<file path="config.mk">
export PLATFORM = sky130hd
export DESIGN_NAME = ad_manufacturer_data_filter
export DESIGN_NICKNAME = d
export VERILOG_FILES = /design/src/rtl/adm_pkg.sv /design/src/rtl/adm_parser.sv /design/src/rtl/adm_queue.sv /design/src/rtl/ad_manufacturer_data_filter.sv
export SDC_FILE = /design/constraint.sdc
export NUM_CORES = 1
export LEC_CHECK = 0
export BUFFER_PORTS_ARGS = -buffer_cell sky130_fd_sc_hd__buf_4
export CORE_MARGIN = 4
export CORE_UTILIZATION = 60
export DETAILED_ROUTE_END_ITERATION = 16
export PLACE_DENSITY = 0.77
export SYNTH_ARGS = -nofsm -noshare
export SYNTH_HDL_FRONTEND = slang
export SYNTH_SLANG_ARGS = --single-unit
</file>
<file path="constraint.sdc">
create_clock -name i_clk -period 14.52 [get_ports i_clk]
set_input_delay 0.726 -clock i_clk [delete_from_list [all_inputs] [get_ports i_clk]]
set_output_delay 0.726 -clock i_clk [all_outputs]
set_load 0.01 [all_outputs]
</file>
<file path="src/rtl/adm_pkg.sv">
// ----------------------------------------------------------------------------
// adm_pkg
// Shared types and constants for the manufacturer-data filter.
// ----------------------------------------------------------------------------
package adm_pkg;

    // Report lengths above this are clamped
    localparam logic [7:0] ADM_MAX_REPORT_BYTES = 8'd255;
    // Result queue depth between the parser and the output side
    localparam int         ADM_QUEUE_DEPTH      = 4;

    localparam logic [7:0] ADM_TYPE_MANUF       = 8'hFF;  // manufacturer-specific AD type
    localparam logic [7:0] ADM_MIN_MANUF_LEN    = 8'd3;   // type byte plus company id
    localparam logic [7:0] ADM_MIN_LEFT         = 8'd2;   // length byte plus one more

    typedef enum logic [2:0] {
        PH_IDLE,
        PH_LEN,
        PH_TYPE,
        PH_CO_LO,
        PH_CO_HI,
        PH_SKIP,
        PH_PAYLOAD
    } t_adm_phase;

    typedef struct packed {
        logic [7:0]        data_byte;
        logic              first_byte;
        logic [7:0]        report_length;
        logic              report_complete;
        logic signed [7:0] signal_strength;
        logic [47:0]       sender_address;
        logic [1:0]        address_kind;
    } t_adm_in;

    typedef struct packed {
        logic [7:0]        payload_byte;
        logic [7:0]        payload_index;
        logic              payload_last;
        logic              payload_empty;
        logic signed [7:0] match_rssi;
        logic [47:0]       match_address;
        logic [1:0]        match_address_kind;
        logic [31:0]       match_count;
    } t_adm_out;

endpackage

</file>
<file path="src/rtl/adm_parser.sv">
// ----------------------------------------------------------------------------
// adm_parser
// Front end: walks the AD structures of a report one byte a cycle and
// produces at most one result beat per byte.
// ----------------------------------------------------------------------------
module adm_parser (
    input  logic             i_clk,
    input  logic             i_rst_n,
    input  logic             i_valid,
    input  adm_pkg::t_adm_in i_item,
    input  logic             i_cfg_we,
    input  logic [15:0]      i_cfg_wdata,
    output logic             o_res_valid,
    output adm_pkg::t_adm_out o_res
);
    import adm_pkg::*;

    logic [15:0]       r_mfr_id;
    logic [7:0]        r_left,  n_left;
    t_adm_phase        r_phase, n_phase;
    logic [7:0]        r_flen,  n_flen;
    logic [7:0]        r_foff,  n_foff;
    logic [7:0]        r_colo,  n_colo;
    logic signed [7:0] r_rssi,  n_rssi;
    logic [47:0]       r_addr,  n_addr;
    logic [1:0]        r_kind,  n_kind;
    logic [31:0]       r_count, n_count;

    // state as seen by this byte, after a first-byte reload
    logic [7:0]        e_left;
    t_adm_phase        e_phase;
    logic [7:0]        e_flen;
    logic [7:0]        e_foff;
    logic signed [7:0] e_rssi;
    logic [47:0]       e_addr;
    logic [1:0]        e_kind;

    logic [7:0] b;
    logic       co_match;
    logic [7:0] foff_inc;

    assign b        = i_item.data_byte;
    assign co_match = ({b, r_colo} == r_mfr_id);
    assign foff_inc = e_foff + 8'd1;

    always_comb begin
        if (i_valid && i_item.first_byte) begin
            e_left  = (i_item.report_length > ADM_MAX_REPORT_BYTES) ?
                      ADM_MAX_REPORT_BYTES : i_item.report_length;
            e_phase = i_item.report_complete ? PH_LEN : PH_IDLE;
            e_flen  = '0;
            e_foff  = '0;
            e_rssi  = i_item.signal_strength;
            e_addr  = i_item.sender_address;
            e_kind  = i_item.address_kind;
        end else begin
            e_left  = r_left;
            e_phase = r_phase;
            e_flen  = r_flen;
            e_foff  = r_foff;
            e_rssi  = r_rssi;
            e_addr  = r_addr;
            e_kind  = r_kind;
        end
    end

    // next state
    always_comb begin
        logic dec;
        dec     = 1'b0;
        n_left  = r_left;
        n_phase = r_phase;
        n_flen  = r_flen;
        n_foff  = r_foff;
        n_colo  = r_colo;
        n_rssi  = r_rssi;
        n_addr  = r_addr;
        n_kind  = r_kind;
        n_count = r_count;
        if (i_valid) begin
            n_left  = e_left;
            n_phase = e_phase;
            n_flen  = e_flen;
            n_foff  = e_foff;
            n_rssi  = e_rssi;
            n_addr  = e_addr;
            n_kind  = e_kind;
            unique case (e_phase)
                PH_IDLE: ;
                PH_LEN: begin
                    if (e_left < ADM_MIN_LEFT || b == 8'd0 ||
                        ({1'b0, b} + 9'd1) > {1'b0, e_left}) begin
                        n_phase = PH_IDLE;
                    end else begin
                        n_flen  = b;
                        n_foff  = '0;
                        n_phase = PH_TYPE;
                        dec     = 1'b1;
                    end
                end
                PH_TYPE: begin
                    n_foff = 8'd1;
                    dec    = 1'b1;
                    if (b == ADM_TYPE_MANUF && e_flen >= ADM_MIN_MANUF_LEN) begin
                        n_phase = PH_CO_LO;
                    end else begin
                        n_phase = (8'd1 >= e_flen) ? PH_LEN : PH_SKIP;
                    end
                end
                PH_CO_LO: begin
                    n_colo  = b;
                    n_foff  = 8'd2;
                    n_phase = PH_CO_HI;
                    dec     = 1'b1;
                end
                PH_CO_HI: begin
                    n_foff = 8'd3;
                    dec    = 1'b1;
                    if (co_match) begin
                        n_count = r_count + 32'd1;
                        n_phase = (e_flen == ADM_MIN_MANUF_LEN) ? PH_IDLE : PH_PAYLOAD;
                    end else begin
                        n_phase = (8'd3 >= e_flen) ? PH_LEN : PH_SKIP;
                    end
                end
                PH_SKIP: begin
                    n_foff  = foff_inc;
                    n_phase = (foff_inc >= e_flen) ? PH_LEN : PH_SKIP;
                    dec     = 1'b1;
                end
                PH_PAYLOAD: begin
                    n_foff = foff_inc;
                    dec    = 1'b1;
                    if (foff_inc >= e_flen) begin
                        n_phase = PH_IDLE;
                    end
                end
                default: n_phase = PH_IDLE;
            endcase
            if (dec && e_left != 8'd0) begin
                n_left = e_left - 8'd1;
            end
        end
    end

    // result beat
    always_comb begin
        o_res_valid                = 1'b0;
        o_res.payload_byte         = '0;
        o_res.payload_index        = '0;
        o_res.payload_last         = 1'b0;
        o_res.payload_empty        = 1'b0;
        o_res.match_rssi           = e_rssi;
        o_res.match_address        = e_addr;
        o_res.match_address_kind   = e_kind;
        o_res.match_count          = r_count;
        if (i_valid) begin
            if (e_phase == PH_CO_HI && co_match && e_flen == ADM_MIN_MANUF_LEN) begin
                o_res_valid         = 1'b1;
                o_res.payload_last  = 1'b1;
                o_res.payload_empty = 1'b1;
                o_res.match_count   = r_count + 32'd1;
            end else if (e_phase == PH_PAYLOAD) begin
                o_res_valid         = 1'b1;
                o_res.payload_byte  = b;
                o_res.payload_index = e_foff - ADM_MIN_MANUF_LEN;
                o_res.payload_last  = (foff_inc >= e_flen);
            end
        end
    end

    always_ff @(posedge i_clk) begin
        if (!i_rst_n) begin
            r_mfr_id <= '0;
            r_left   <= '0;
            r_phase  <= PH_IDLE;
            r_flen   <= '0;
            r_foff   <= '0;
            r_colo   <= '0;
            r_rssi   <= '0;
            r_addr   <= '0;
            r_kind   <= '0;
            r_count  <= '0;
        end else begin
            if (i_cfg_we) begin
                r_mfr_id <= i_cfg_wdata;
            end
            r_left  <= n_left;
            r_phase <= n_phase;
            r_flen  <= n_flen;
            r_foff  <= n_foff;
            r_colo  <= n_colo;
            r_rssi  <= n_rssi;
            r_addr  <= n_addr;
            r_kind  <= n_kind;
            r_count <= n_count;
        end
    end

endmodule

</file>
<file path="src/rtl/adm_queue.sv">
// ----------------------------------------------------------------------------
// adm_queue
// Back end: small result queue that holds beats until the consumer pops them.
// ----------------------------------------------------------------------------
module adm_queue #(
    parameter int DEPTH = adm_pkg::ADM_QUEUE_DEPTH
) (
    input  logic              i_clk,
    input  logic              i_rst_n,
    input  logic              i_wr,
    input  adm_pkg::t_adm_out i_wdata,
    output logic              o_full,
    input  logic              i_rd,
    output logic              o_empty,
    output adm_pkg::t_adm_out o_rdata
);
    import adm_pkg::*;

    localparam int AW = (DEPTH > 1) ? $clog2(DEPTH) : 1;
    localparam int CW = $clog2(DEPTH + 1);

    t_adm_out        r_mem [DEPTH];
    logic [AW-1:0]   r_wptr, r_rptr;
    logic [CW-1:0]   r_cnt;
    logic            wr_en, rd_en;

    assign o_full  = (r_cnt == CW'(DEPTH));
    assign o_empty = (r_cnt == '0);
    assign wr_en   = i_wr && !o_full;
    assign rd_en   = i_rd && !o_empty;
    assign o_rdata = r_mem[r_rptr];

    always_ff @(posedge i_clk) begin
        if (wr_en) begin
            r_mem[r_wptr] <= i_wdata;
        end
    end

    always_ff @(posedge i_clk) begin
        if (!i_rst_n) begin
            r_wptr <= '0;
            r_rptr <= '0;
            r_cnt  <= '0;
        end else begin
            if (wr_en) begin
                r_wptr <= (r_wptr == AW'(DEPTH - 1)) ? '0 : r_wptr + AW'(1);
            end
            if (rd_en) begin
                r_rptr <= (r_rptr == AW'(DEPTH - 1)) ? '0 : r_rptr + AW'(1);
            end
            if (wr_en && !rd_en) begin
                r_cnt <= r_cnt + CW'(1);
            end else if (rd_en && !wr_en) begin
                r_cnt <= r_cnt - CW'(1);
            end
        end
    end

endmodule

</file>
<file path="src/rtl/ad_manufacturer_data_filter.sv">
// Each result beat is formed combinationally from its accepted byte and written into the result queue.
// Throughput: one report byte per cycle while full is low; the parser never stalls on its own.
// full rises only when all QUEUE_DEPTH result entries wait to be popped.
// Reset (i_rst_n low, synchronous) empties the queue, clears the match count
// and company id, and leaves the parser idle until a first-byte beat.
// ----------------------------------------------------------------------------
// ad_manufacturer_data_filter
// Finds the first manufacturer-specific AD structure with the configured
// company id in each complete advertising report and streams its payload.
// ----------------------------------------------------------------------------
module ad_manufacturer_data_filter #(
    parameter int QUEUE_DEPTH = adm_pkg::ADM_QUEUE_DEPTH
) (
    input  logic              i_clk,
    input  logic              i_rst_n,
    // byte input, queue style
    input  logic              push,
    output logic              full,
    input  adm_pkg::t_adm_in  i_item,
    // result output, queue style
    output logic              empty,
    input  logic              pop,
    output adm_pkg::t_adm_out o_result,
    // company id register
    input  logic              i_cfg_we,
    input  logic [15:0]       i_cfg_wdata
);
    import adm_pkg::*;

    logic     accept;
    logic     res_valid;
    t_adm_out res;

    // A beat is taken whenever the queue has room: each byte gives at most
    // one result, so a free entry is all the front end needs.
    assign accept = push && !full;

    // Front end: phase walker, metadata capture, match counter, company id.
    adm_parser u_parser (
        .i_clk       (i_clk),
        .i_rst_n     (i_rst_n),
        .i_valid     (accept),
        .i_item      (i_item),
        .i_cfg_we    (i_cfg_we),
        .i_cfg_wdata (i_cfg_wdata),
        .o_res_valid (res_valid),
        .o_res       (res)
    );

    // Back end: result queue, so a stalled consumer does not stop parsing
    // until every entry is occupied.
    adm_queue #(
        .DEPTH (QUEUE_DEPTH)
    ) u_queue (
        .i_clk   (i_clk),
        .i_rst_n (i_rst_n),
        .i_wr    (res_valid),
        .i_wdata (res),
        .o_full  (full),
        .i_rd    (pop),
        .o_empty (empty),
        .o_rdata (o_result)
    );

endmodule
</file>
==> results.json, run 1 <==
{
  "status": "finished, final reports clean",
  "ios": 207,
  "track_usage_pct": 24.4,
  "vias": 14007,
  "synthCells": 1597,
  "crit_arrival_ns": 5.23,
  "layout.nets": 1911,
  "routed_wl_um": 52000,
  "htreeDepth": 2,
  "hold_viol": 0,
  "slew_viol_final": 0,
  "post-cts-setup-buffers": 0,
  "ant_nets": 0,
  "initial_core_util_pct": 61.0,
  "die_w_um": 207,
  "fin_worst_skew_ns": 0.0145,
  "grt_util_met3_pct": 5.01,
  "wire_per_inst_um": 22.1,
  "gp_congestion": 0.885,
  "dpl_cell_area_um2": 25700,
  "grt_pass1_vias": 14221,
  "cp_num_buf_inv": 2,
  "std_cell_rows": 72,
  "fin_crit_ns": 4.74,
  "drcViolationCount": 0,
  "synthDistinctLibCells": 76,
  "syn-num-nets": 1722,
  "cpMostUsedCell": "a21oi_1",
  "synth.avg_cell_area_um2": 14.9,
  "fmax_ghz": 0.211,
  "post_cts_resized": 0,
  "cts_hold_buf": 0,
  "cts.clk_slew.worst_paths_ns": 0.06,
  "crit_family": "compound AO/OA/AOI/OAI gates",
  "relSlewSlack_pct": 26.3,
  "drive_above_1_share_pct": 24.5,
  "synthesis.area_um2": 23800,
  "grt_util_met1_pct": 33.7,
  "max_stage_delay_ns": 0.76,
  "num_antenna_cells": 0,
  "tns_ns": 0,
  "grt.busiest_layer": "met2",
  "synth_top_area_share_pct": 54.6,
  "ys_seq_elements": 582,
  "holdWs_ns": 0.367,
  "fin_ws_ns": 9.78,
  "ys_warn_count": 0,
  "critPathLaunchType": "flop",
  "setup_viol": 0,
  "synth_top_cell_by_area": "edfxtp_1",
  "tightest_slew_ns": 1.11,
  "clock_latency_ns": 0.60,
  "antenna_found_initial": 0,
  "crit_chain": "or3b_4, inv_2, nor2_4, buf_4, mux2i_1, ha_1, a21oi_1, a21oi_1, o41a_1, o32ai_2, and2_1, a41oi_1, o221a_2",
  "final_cells": 2352,
  "root_buffer": "clkbuf_16",
  "finalCritPeriodShare_pct": 32.7,
  "yosysSeqAreaShare_pct": 67.3,
  "cts_tree": "done",
  "die_area_um2": 42800,
  "hpwl_um": 32300,
  "hold_class": "input pin to flop",
  "yosys-top-cells-area": "edfxtp_1 55%, dfxtp_1 13%, mux4_2 10%",
  "clockBufferDepth": 3,
  "end_kind": "flop",
  "p_leak_nw": 9.41,
  "power_mw": 4.13,
  "grt_overflow": 0,
  "cts_made_buffers": 56,
  "place_ws_ns": 9.56,
  "post-route-util_pct": 70.8,
  "core_um2": 38900,
  "ys_dominant_reg_cell": "edfxtp_1",
  "via_per_inst": 5.96,
  "cp_data_required_time_ns": 15.01,
  "synthToLayoutAreaGrowth_pct": 16.0,
  "drt_iter0_drc": 1238,
  "grt_use_met2_pct": 39.7,
  "synth_edf_count": 432,
  "grt_first_pass_wirelength_um": 80300,
  "path_max_fanout": 64,
  "die-height_um": 207,
  "final_cell_mix": "432 x edfxtp_1, 252 x nand2_1, 217 x buf_4, 148 x dfxtp_1, 108 x mux4_2",
  "max_cap_violations": 0,
  "async_flop_share_pct": 0,
  "final_common_cell": "edfxtp_1",
  "vdd_drop_max_mv": 0.0886,
  "rsz0062_at_grt": "no",
  "cpMaxStageDelayCell": "o32ai_2",
  "io_buffers": 206,
  "dp_cells": 2246,
  "design_area_um2": 27500,
  "p_per_area_nw_per_um2": 150,
  "clkSinkCount": 582,
  "grt_max_degree": 92,
  "dr.pass1.iters": 5,
  "critPathKind": "flop to flop"
}
## flip-flops by register name (all words and copies together), names as in the netlist, named ones only
signal             cells
u_parser.r_left        8
u_parser.r_rssi        8
u_parser.r_kind        2
u_parser.r_mfr_id     16
u_queue.r_rptr         2
u_queue.r_mem        432
u_parser.r_foff        8
u_queue.r_wptr         2
u_parser.r_colo        8
u_parser.r_flen        8
u_parser.r_phase       3
u_queue.r_cnt          3
u_parser.r_count      32
u_parser.r_addr       48
## worst register-to-register path: stages (launching register included)
cell and delay [ns]:
dfxtp_1 0.42, or3b_4 0.21, inv_2 0.06, nor2_4 0.37
buf_4 0.70, mux2i_1 0.47, ha_1 0.33, a21oi_1 0.14
a21oi_1 0.08, o41a_1 0.42, o32ai_2 0.76, and2_1 0.28
a41oi_1 0.12, o221a_2 0.27
## power by group
group,internal (mW),switching (mW),total [mW]
registers,1.83,0.0616,1.89
logic,0.383,0.379,0.761
clock network,0.879,0.604,1.48
total,3.09,1.04,4.13
## layout make-up
type	count	area (um^2)
multi-input combinational	916	7340
inverter	13	56.3
clock buffer	74	1520
tap	518	648
fill	2503	11400
clock inverter	32	369
timing repair buffer	217	1630
sequential	582	16000
## synthesized netlist by cell type (12+ instances only)
library cell    n
nand4_1        18
clkbuf_1       52
nor2_1        101
nand3_1        29
mux2i_1        37
dfxtp_1       150
nor3_1         15
xor2_1         38
xnor2_1        62
mux4_2        108
a21oi_1        80
edfxtp_1      432
a32o_1         12
buf_2          15
nand2_1       252
o21ai_0        17
and2_1         22
ha_1           27
## path summary, 6_finish.rpt
kind                            from                     to  slack (ns)  cells past startpoint
hold reg to reg   u_parser.r_addr[9]     u_parser.r_addr[9]        0.46                      2
setup / recovery    u_queue.r_cnt[0]     u_parser.r_left[3]        9.78                     13
setup reg to reg    u_queue.r_cnt[0]     u_parser.r_left[3]        9.78                     13
hold / removal       i_cfg_wdata[11]  u_parser.r_mfr_id[11]        0.37                      3
## logic make-up (layout without fill, tap and decap cells)
group | count (synthesis) | after routing | synth area share [%]
flops | 582 | 582 | 67.3
mux | 147 | 147 | 11.9
xor+xnor | 101 | 101 | 3.76
compound gates | 143 | 143 | 3.74
buf+inv | 99 | 336 | 1.94
simple gates | 496 | 496 | 9.85
fa+ha+maj | 29 | 29 | 1.55
## per-layer routing
metal | up-vias | routed length, um | part of all wire, %
met5 | - | 0 | 0
met1 | 7025 | 21300 | 41
met3 | 100 | 4010 | 7.7
li1 | 6358 | - | -
met4 | 0 | 1490 | 2.9
met2 | 524 | 25200 | 48
Power figures use the tool's default switching activity.
==> inputs of run 2 (changes only) <==
--- a/config.mk
+++ b/config.mk
@@ -7,9 +7,9 @@
 export LEC_CHECK = 0
 export BUFFER_PORTS_ARGS = -buffer_cell sky130_fd_sc_hd__buf_4
 export CORE_MARGIN = 4
-export CORE_UTILIZATION = 60
+export CORE_UTILIZATION = 54
 export DETAILED_ROUTE_END_ITERATION = 16
-export PLACE_DENSITY = 0.77
+export PLACE_DENSITY = 0.73
 export SYNTH_ARGS = -nofsm -noshare
 export SYNTH_HDL_FRONTEND = slang
 export SYNTH_SLANG_ARGS = --single-unit
==> constraint.sdc (replaced) <==
create_clock -name i_clk -period 4.3 [get_ports i_clk]
set_input_delay 0.215 -clock i_clk [delete_from_list [all_inputs] [get_ports i_clk]]
set_output_delay 0.215 -clock i_clk [all_outputs]
set_load 0.01 [all_outputs]
==> run 2 against run 1 <==
Against the previous run: via count grew 2.2%; clock skew up 0.0041 ns; final cell count is 7.0% higher; non-clock buffer count up 96; routed wire length is 3.2% higher; highest routed layer unchanged; combinational power grew to 3.5 times the previous value; register-to-register slack worse by 9.2 ns; sequential power increased to 3.4 times the previous value; sequential cell count stayed put; core utilization decreased by 4.4 points; maximum frequency grew 27%.
==> results.json, run 2 (synthesized netlist as in run 1, its figures left out) <==
{
  "clock_latency_ns": 0.60,
  "synthToLayoutAreaGrowth_pct": 21.0,
  "r2r_cells": 12,
  "hold_path_depth": 3,
  "ios": 207,
  "clkSinkCount": 582,
  "dr.pass1.iters": 6,
  "via_per_inst": 5.69,
  "cts_made_buffers": 57,
  "fmax_ghz": 0.267,
  "status": "finished, final reports clean",
  "fin_crit_ns": 3.74,
  "fin_worst_skew_ns": 0.0186,
  "drt_iter0_drc": 1134,
  "hold_start": "i_cfg_we",
  "reg2reg_from": "u_queue.r_cnt[2]",
  "htreeDepth": 2,
  "r2r_slack_ns": 0.56,
  "grt_pass1_vias": 14764,
  "cp_data_required_time_ns": 4.82,
  "max_cap_violations": 0,
  "die-height_um": 218,
  "path_max_fanout": 67,
  "largest_reg_flops": 432,
  "std_cell_rows": 76,
  "seqCellArea_um2": 16000,
  "grt_max_degree": 77,
  "vdd_drop_max_mv": 0.291,
  "antenna_found_initial": 0,
  "die_w_um": 218,
  "drive_above_1_share_pct": 24.3,
  "io_buffers": 206,
  "setup_viol": 0,
  "track_usage_pct": 22.7,
  "wire_per_inst_um": 21.3,
  "critPathLaunchType": "flop",
  "clockBufferDepth": 3,
  "die_area_um2": 47400,
  "p_per_area_nw_per_um2": 495,
  "num_antenna_cells": 0,
  "r2r_end": "u_queue.r_cnt[2]",
  "routed_wl_um": 53700,
  "min_to": "u_parser.r_mfr_id[9]",
  "final_cells": 2517,
  "hold_class": "input pin to flop",
  "tightest_slew_ns": 0.992,
  "reg_top3": "u_queue.r_mem: 432 flops, u_parser.r_addr: 48 flops, u_parser.r_count: 32 flops",
  "finalCritPeriodShare_pct": 87.0,
  "cts_tree": "done",
  "core_um2": 43300,
  "multiInputGateArea_um2": 7340,
  "final_cell_mix": "432 x edfxtp_1, 252 x nand2_1, 222 x buf_4, 148 x dfxtp_1, 108 x mux4_2",
  "regMostFlops": "u_queue.r_mem",
  "relSlewSlack_pct": 33.9,
  "p_leak_nw": 9.89,
  "post_cts_resized": 0,
  "hpwl_um": 33100,
  "crit_arrival_ns": 4.26,
  "cts.clk_slew.worst_paths_ns": 0.06,
  "grt_overflow": 0,
  "end_kind": "flop",
  "power_mw": 14.2,
  "critPathKind": "flop to flop",
  "tns_ns": 0,
  "slew_viol_final": 0,
  "fillers": 3035,
  "hold_viol": 0,
  "vias": 14310,
  "root_buffer": "clkbuf_16",
  "grt_first_pass_wirelength_um": 83700,
  "layout.nets": 2008,
  "rsz0062_at_grt": "no",
  "gp_congestion": 0.837,
  "drcViolationCount": 0,
  "final_common_cell": "edfxtp_1",
  "initial_core_util_pct": 54.9,
  "dp_cells": 2326,
  "ant_nets": 0
}
-- run 2: power by group --
group          internal, mW  leakage [nW]  switching (mW)
combinational          1.37          4.02            1.32
clock                  3.10         0.969            2.08
sequential             6.17          4.90           0.195
-- run 2: metal layers --
layer	vias to the layer above	wire length, um	global-route usage, %
li1	6562	-	-
met1	7231	22900	31.7
met2	441	25600	36.5
met3	76	3960	5.35
met4	0	1200	6.04
met5	-	0	0
-- run 2: what timing repair did --
item,CTS,global route
endpoints found under the hold margin,308,0
buffers inserted,0,0
setup endpoints to repair,0,0
hold buffers,83,0
-- run 2: cell type report --
type                    instances  share of cell area (%)
flip-flops and latches        582                    55.6
multi-input cells             916                    25.5
repair buffers                313                    9.25
clock buffers                  72                    5.41
well taps                     585                    2.55
clock inverters                36                    1.45
inverters                      13                   0.196
-- run 2: stage by stage --
stage	instance area, um^2	setup WS (ns)	utilization, %	hold WS (ns)
4_1_cts	28700	0.547	66.4	0.0310
3_3_place_gp	25900	0.682	59.9	0.447
2_1_floorplan	23800	0.669	-	0.341
6_report	28700	0.558	66.4	0.0706
5_1_grt	28700	0.346	66.4	0.0472
3_5_place_dp	25900	0.567	59.9	0.456
-- run 2: critical path, stage by stage, from the launching register on --
cell	delay, ns
dfxtp_1	0.37
or3b_4	0.43
inv_2	0.10
nor2_4	0.09
buf_4	0.39
or3_4	0.52
o21ai_2	0.37
ha_1	0.26
inv_1	0.07
fa_1	0.39
xor2_1	0.17
or3_1	0.32
a21oi_1	0.17
-- run 2: how the worst max path moves through the flow --
stage	from	end	slack, ns
CTS	u_queue.r_cnt[2]	u_queue.r_cnt[2]	0.55
finish	u_queue.r_cnt[2]	u_queue.r_cnt[2]	0.56
detailed placement	u_queue.r_cnt[2]	u_queue.r_cnt[2]	0.57
global route	u_queue.r_cnt[0]	u_queue.r_cnt[2]	0.35
floorplan	u_queue.r_cnt[1]	u_parser.r_phase[2]	0.67
global placement	u_queue.r_cnt[1]	u_queue.r_cnt[2]	0.68
==> inputs of run 3 (changes only) <==
--- a/config.mk
+++ b/config.mk
@@ -5,8 +5,8 @@
 export SDC_FILE = /design/constraint.sdc
 export NUM_CORES = 1
 export LEC_CHECK = 0
+export ABC_AREA = 1
 export BUFFER_PORTS_ARGS = -buffer_cell sky130_fd_sc_hd__buf_4
-export CORE_MARGIN = 4
 export CORE_UTILIZATION = 54
 export DETAILED_ROUTE_END_ITERATION = 16
 export PLACE_DENSITY = 0.73
==> run 3 against run 2 <==
Against the previous run: register-to-register slack improved by 0.22 ns; hold slack improved by 0.010 ns; maximum frequency grew 6.2%; die area fell by 0.32%; final cell count rose by 30%; total power increased by 13%.
==> results.json, run 3 <==
{
  "clkSinkCount": 582,
  "ant_nets": 0,
  "ios": 207,
  "vdd_drop_max_mv": 0.355,
  "syn-num-nets": 2505,
  "relSlewSlack_pct": 30.5,
  "grt_overflow": 0,
  "finalCritPeriodShare_pct": 82.0,
  "grt_pass1_vias": 17834,
  "synth_top_area_share_pct": 51.8,
  "routed_wl_um": 59500,
  "crit_family": "simple AND/OR/NAND/NOR gates",
  "drive_above_1_share_pct": 16.6,
  "async_flop_share_pct": 0,
  "synthDistinctLibCells": 49,
  "std_cell_rows": 78,
  "crit_chain": "nor2_2, nand2_4, nand3_4, nand2_2, inv_1, ha_1, inv_1, nor2_1, nand2_1, nor2_1, nand2_1, xor2_1, inv_1, ha_1, nand4_1, inv_1, a211oi_1, o21ai_0",
  "rsz0062_at_grt": "no",
  "grt_max_degree": 217,
  "regMostFlops": "u_queue.r_mem",
  "die-height_um": 217,
  "setup_viol": 0,
  "p_per_area_nw_per_um2": 540,
  "synth_top_cell_by_area": "edfxtp_1",
  "synth_common_cells": "432 x edfxtp_1, 327 x o21ai_0, 323 x nor2_1",
  "hold_class": "input pin to flop",
  "ys_seq_elements": 582,
  "synthCells": 2380,
  "dr.pass1.iters": 5,
  "layout.nets": 2757,
  "cp_num_buf_inv": 4,
  "cts_made_buffers": 57,
  "vias": 18175,
  "htreeDepth": 2,
  "dp_cells": 3077,
  "final_common_cell": "edfxtp_1",
  "clockBufferDepth": 3,
  "die_area_um2": 47300,
  "drt_iter0_drc": 1509,
  "fin_ws_ns": 0.775,
  "max_stage_delay_ns": 0.40,
  "holdWs_ns": 0.0807,
  "power_mw": 16.1,
  "clock_latency_ns": 0.62,
  "reg_top3": "u_queue.r_mem: 432 flops, u_parser.r_addr: 48 flops, u_parser.r_count: 32 flops",
  "root_buffer": "clkbuf_16",
  "wire_per_inst_um": 18.1,
  "design_area_um2": 29900,
  "gp_congestion": 0.880,
  "path_max_fanout": 31,
  "cpMaxStageDelayCell": "a211oi_1",
  "tns_ns": 0,
  "synth.avg_cell_area_um2": 10.5,
  "via_per_inst": 5.54,
  "antenna_found_initial": 1,
  "cts_hold_buf": 96,
  "final_cells": 3281,
  "die_w_um": 217,
  "dpl_cell_area_um2": 27100,
  "place_ws_ns": 0.794,
  "cp_data_required_time_ns": 4.60,
  "tightest_slew_ns": 1.04,
  "status": "finished, final reports clean",
  "hpwl_um": 34000,
  "cts_tree": "done",
  "synthToLayoutAreaGrowth_pct": 19.4,
  "fmax_ghz": 0.284,
  "io_buffers": 206,
  "slew_viol_final": 0,
  "synth_edf_count": 432,
  "yosys-top-cells-area": "edfxtp_1 52%, dfxtp_1 12%, o21ai_0 6.5%",
  "cpMostUsedCell": "inv_1",
  "critPathKind": "flop to flop",
  "largest_reg_flops": 432,
  "drcViolationCount": 0,
  "ys_warn_count": 0,
  "core_um2": 45600,
  "hold_viol": 0,
  "track_usage_pct": 25.0,
  "final_cell_mix": "432 x edfxtp_1, 327 x o21ai_0, 319 x nor2_1, 233 x inv_1, 224 x buf_4",
  "grt_first_pass_wirelength_um": 92700,
  "post-route-util_pct": 65.6,
  "fin_worst_skew_ns": 0.0231,
  "ys_dominant_reg_cell": "edfxtp_1",
  "end_kind": "flop",
  "post-cts-setup-buffers": 0,
  "initial_core_util_pct": 55.0,
  "crit_arrival_ns": 3.83,
  "fillers": 3356,
  "fin_crit_ns": 3.52,
  "max_cap_violations": 0,
  "post_cts_resized": 0,
  "synthesis.area_um2": 25100,
  "p_leak_nw": 11.5,
  "num_antenna_cells": 0,
  "critPathLaunchType": "flop",
  "cts.clk_slew.worst_paths_ns": 0.06,
  "yosysSeqAreaShare_pct": 63.8,
  "synth_most_common_cell": "edfxtp_1"
}
run 3: cell count changes in the layout (fill, tap and decap cells not counted), sizes merged, moves of 63 or more:
cell,change
a211oi,+63
inv,+230
mux4,-108
nor2,+229
o21ai,+309
o22ai,+108
run 3: worst reg2reg max path, delay by kind of cell, from the launching register on:
kind,cells,cell delay (ns)
AND/OR/NAND/NOR,9,1.33
AO/OA/AOI/OAI,2,0.63
adder cells (fa/ha/maj),2,0.47
flip-flops,1,0.34
buffers and inverters,4,0.34
XOR/XNOR,1,0.13
run 3: path summary, 6_finish.rpt:
kind | slack, ns | depth (start not counted) | start | to
setup / recovery | 0.78 | 18 | u_queue.r_cnt[1] | u_queue.r_mem[3][91]
hold / removal | 0.08 | 7 | i_item[63] | u_parser.r_left[4]
setup reg to reg | 0.78 | 18 | u_queue.r_cnt[1] | u_queue.r_mem[3][91]
hold reg to reg | 0.47 | 2 | u_parser.r_flen[2] | u_parser.r_flen[2]
run 3: kinds of logic (layout without fill, tap and decap cells):
family	Yosys count	in the layout	synth area share (%)
xor gates and xnor gates	58	58	2.03
AOI/OAI and AO/OA	651	651	14.5
and+or+nand+nor	683	683	12.3
adders and majority gates	28	28	1.43
buffers and inverters	378	679	5.91
DFF	582	582	63.8
run 3: power by group:
group          leakage (nW)  switching (mW)  internal [mW]  total (mW)
Sequential             5.11           0.132           6.28        6.41
Clock                 0.905            2.08           2.77        4.85
Combinational          5.48            2.99           1.89        4.88
Total                  11.5            5.20           10.9        16.1
run 3: area by class of cell:
cell class                 count  area [um^2]  area share (%)
sequential                   582        16000            53.4
multi-input combinational   1420         7620            25.5
timing repair buffer         327         2780            9.30
clock buffer                  85         1640            5.49
inverter                     244          925            3.09
tap                          600          751            2.51
clock inverter                23          200           0.669
run 3: per-layer routing:
layer  global-route usage (%)  up-vias  share of wire (%)
met4                     9.11        2                2.6
met5                        0        -              0.018
met1                     32.3     8765                 42
met2                     42.9      510                 50
met3                     3.66       99                5.4
li1                         -     8799                  -
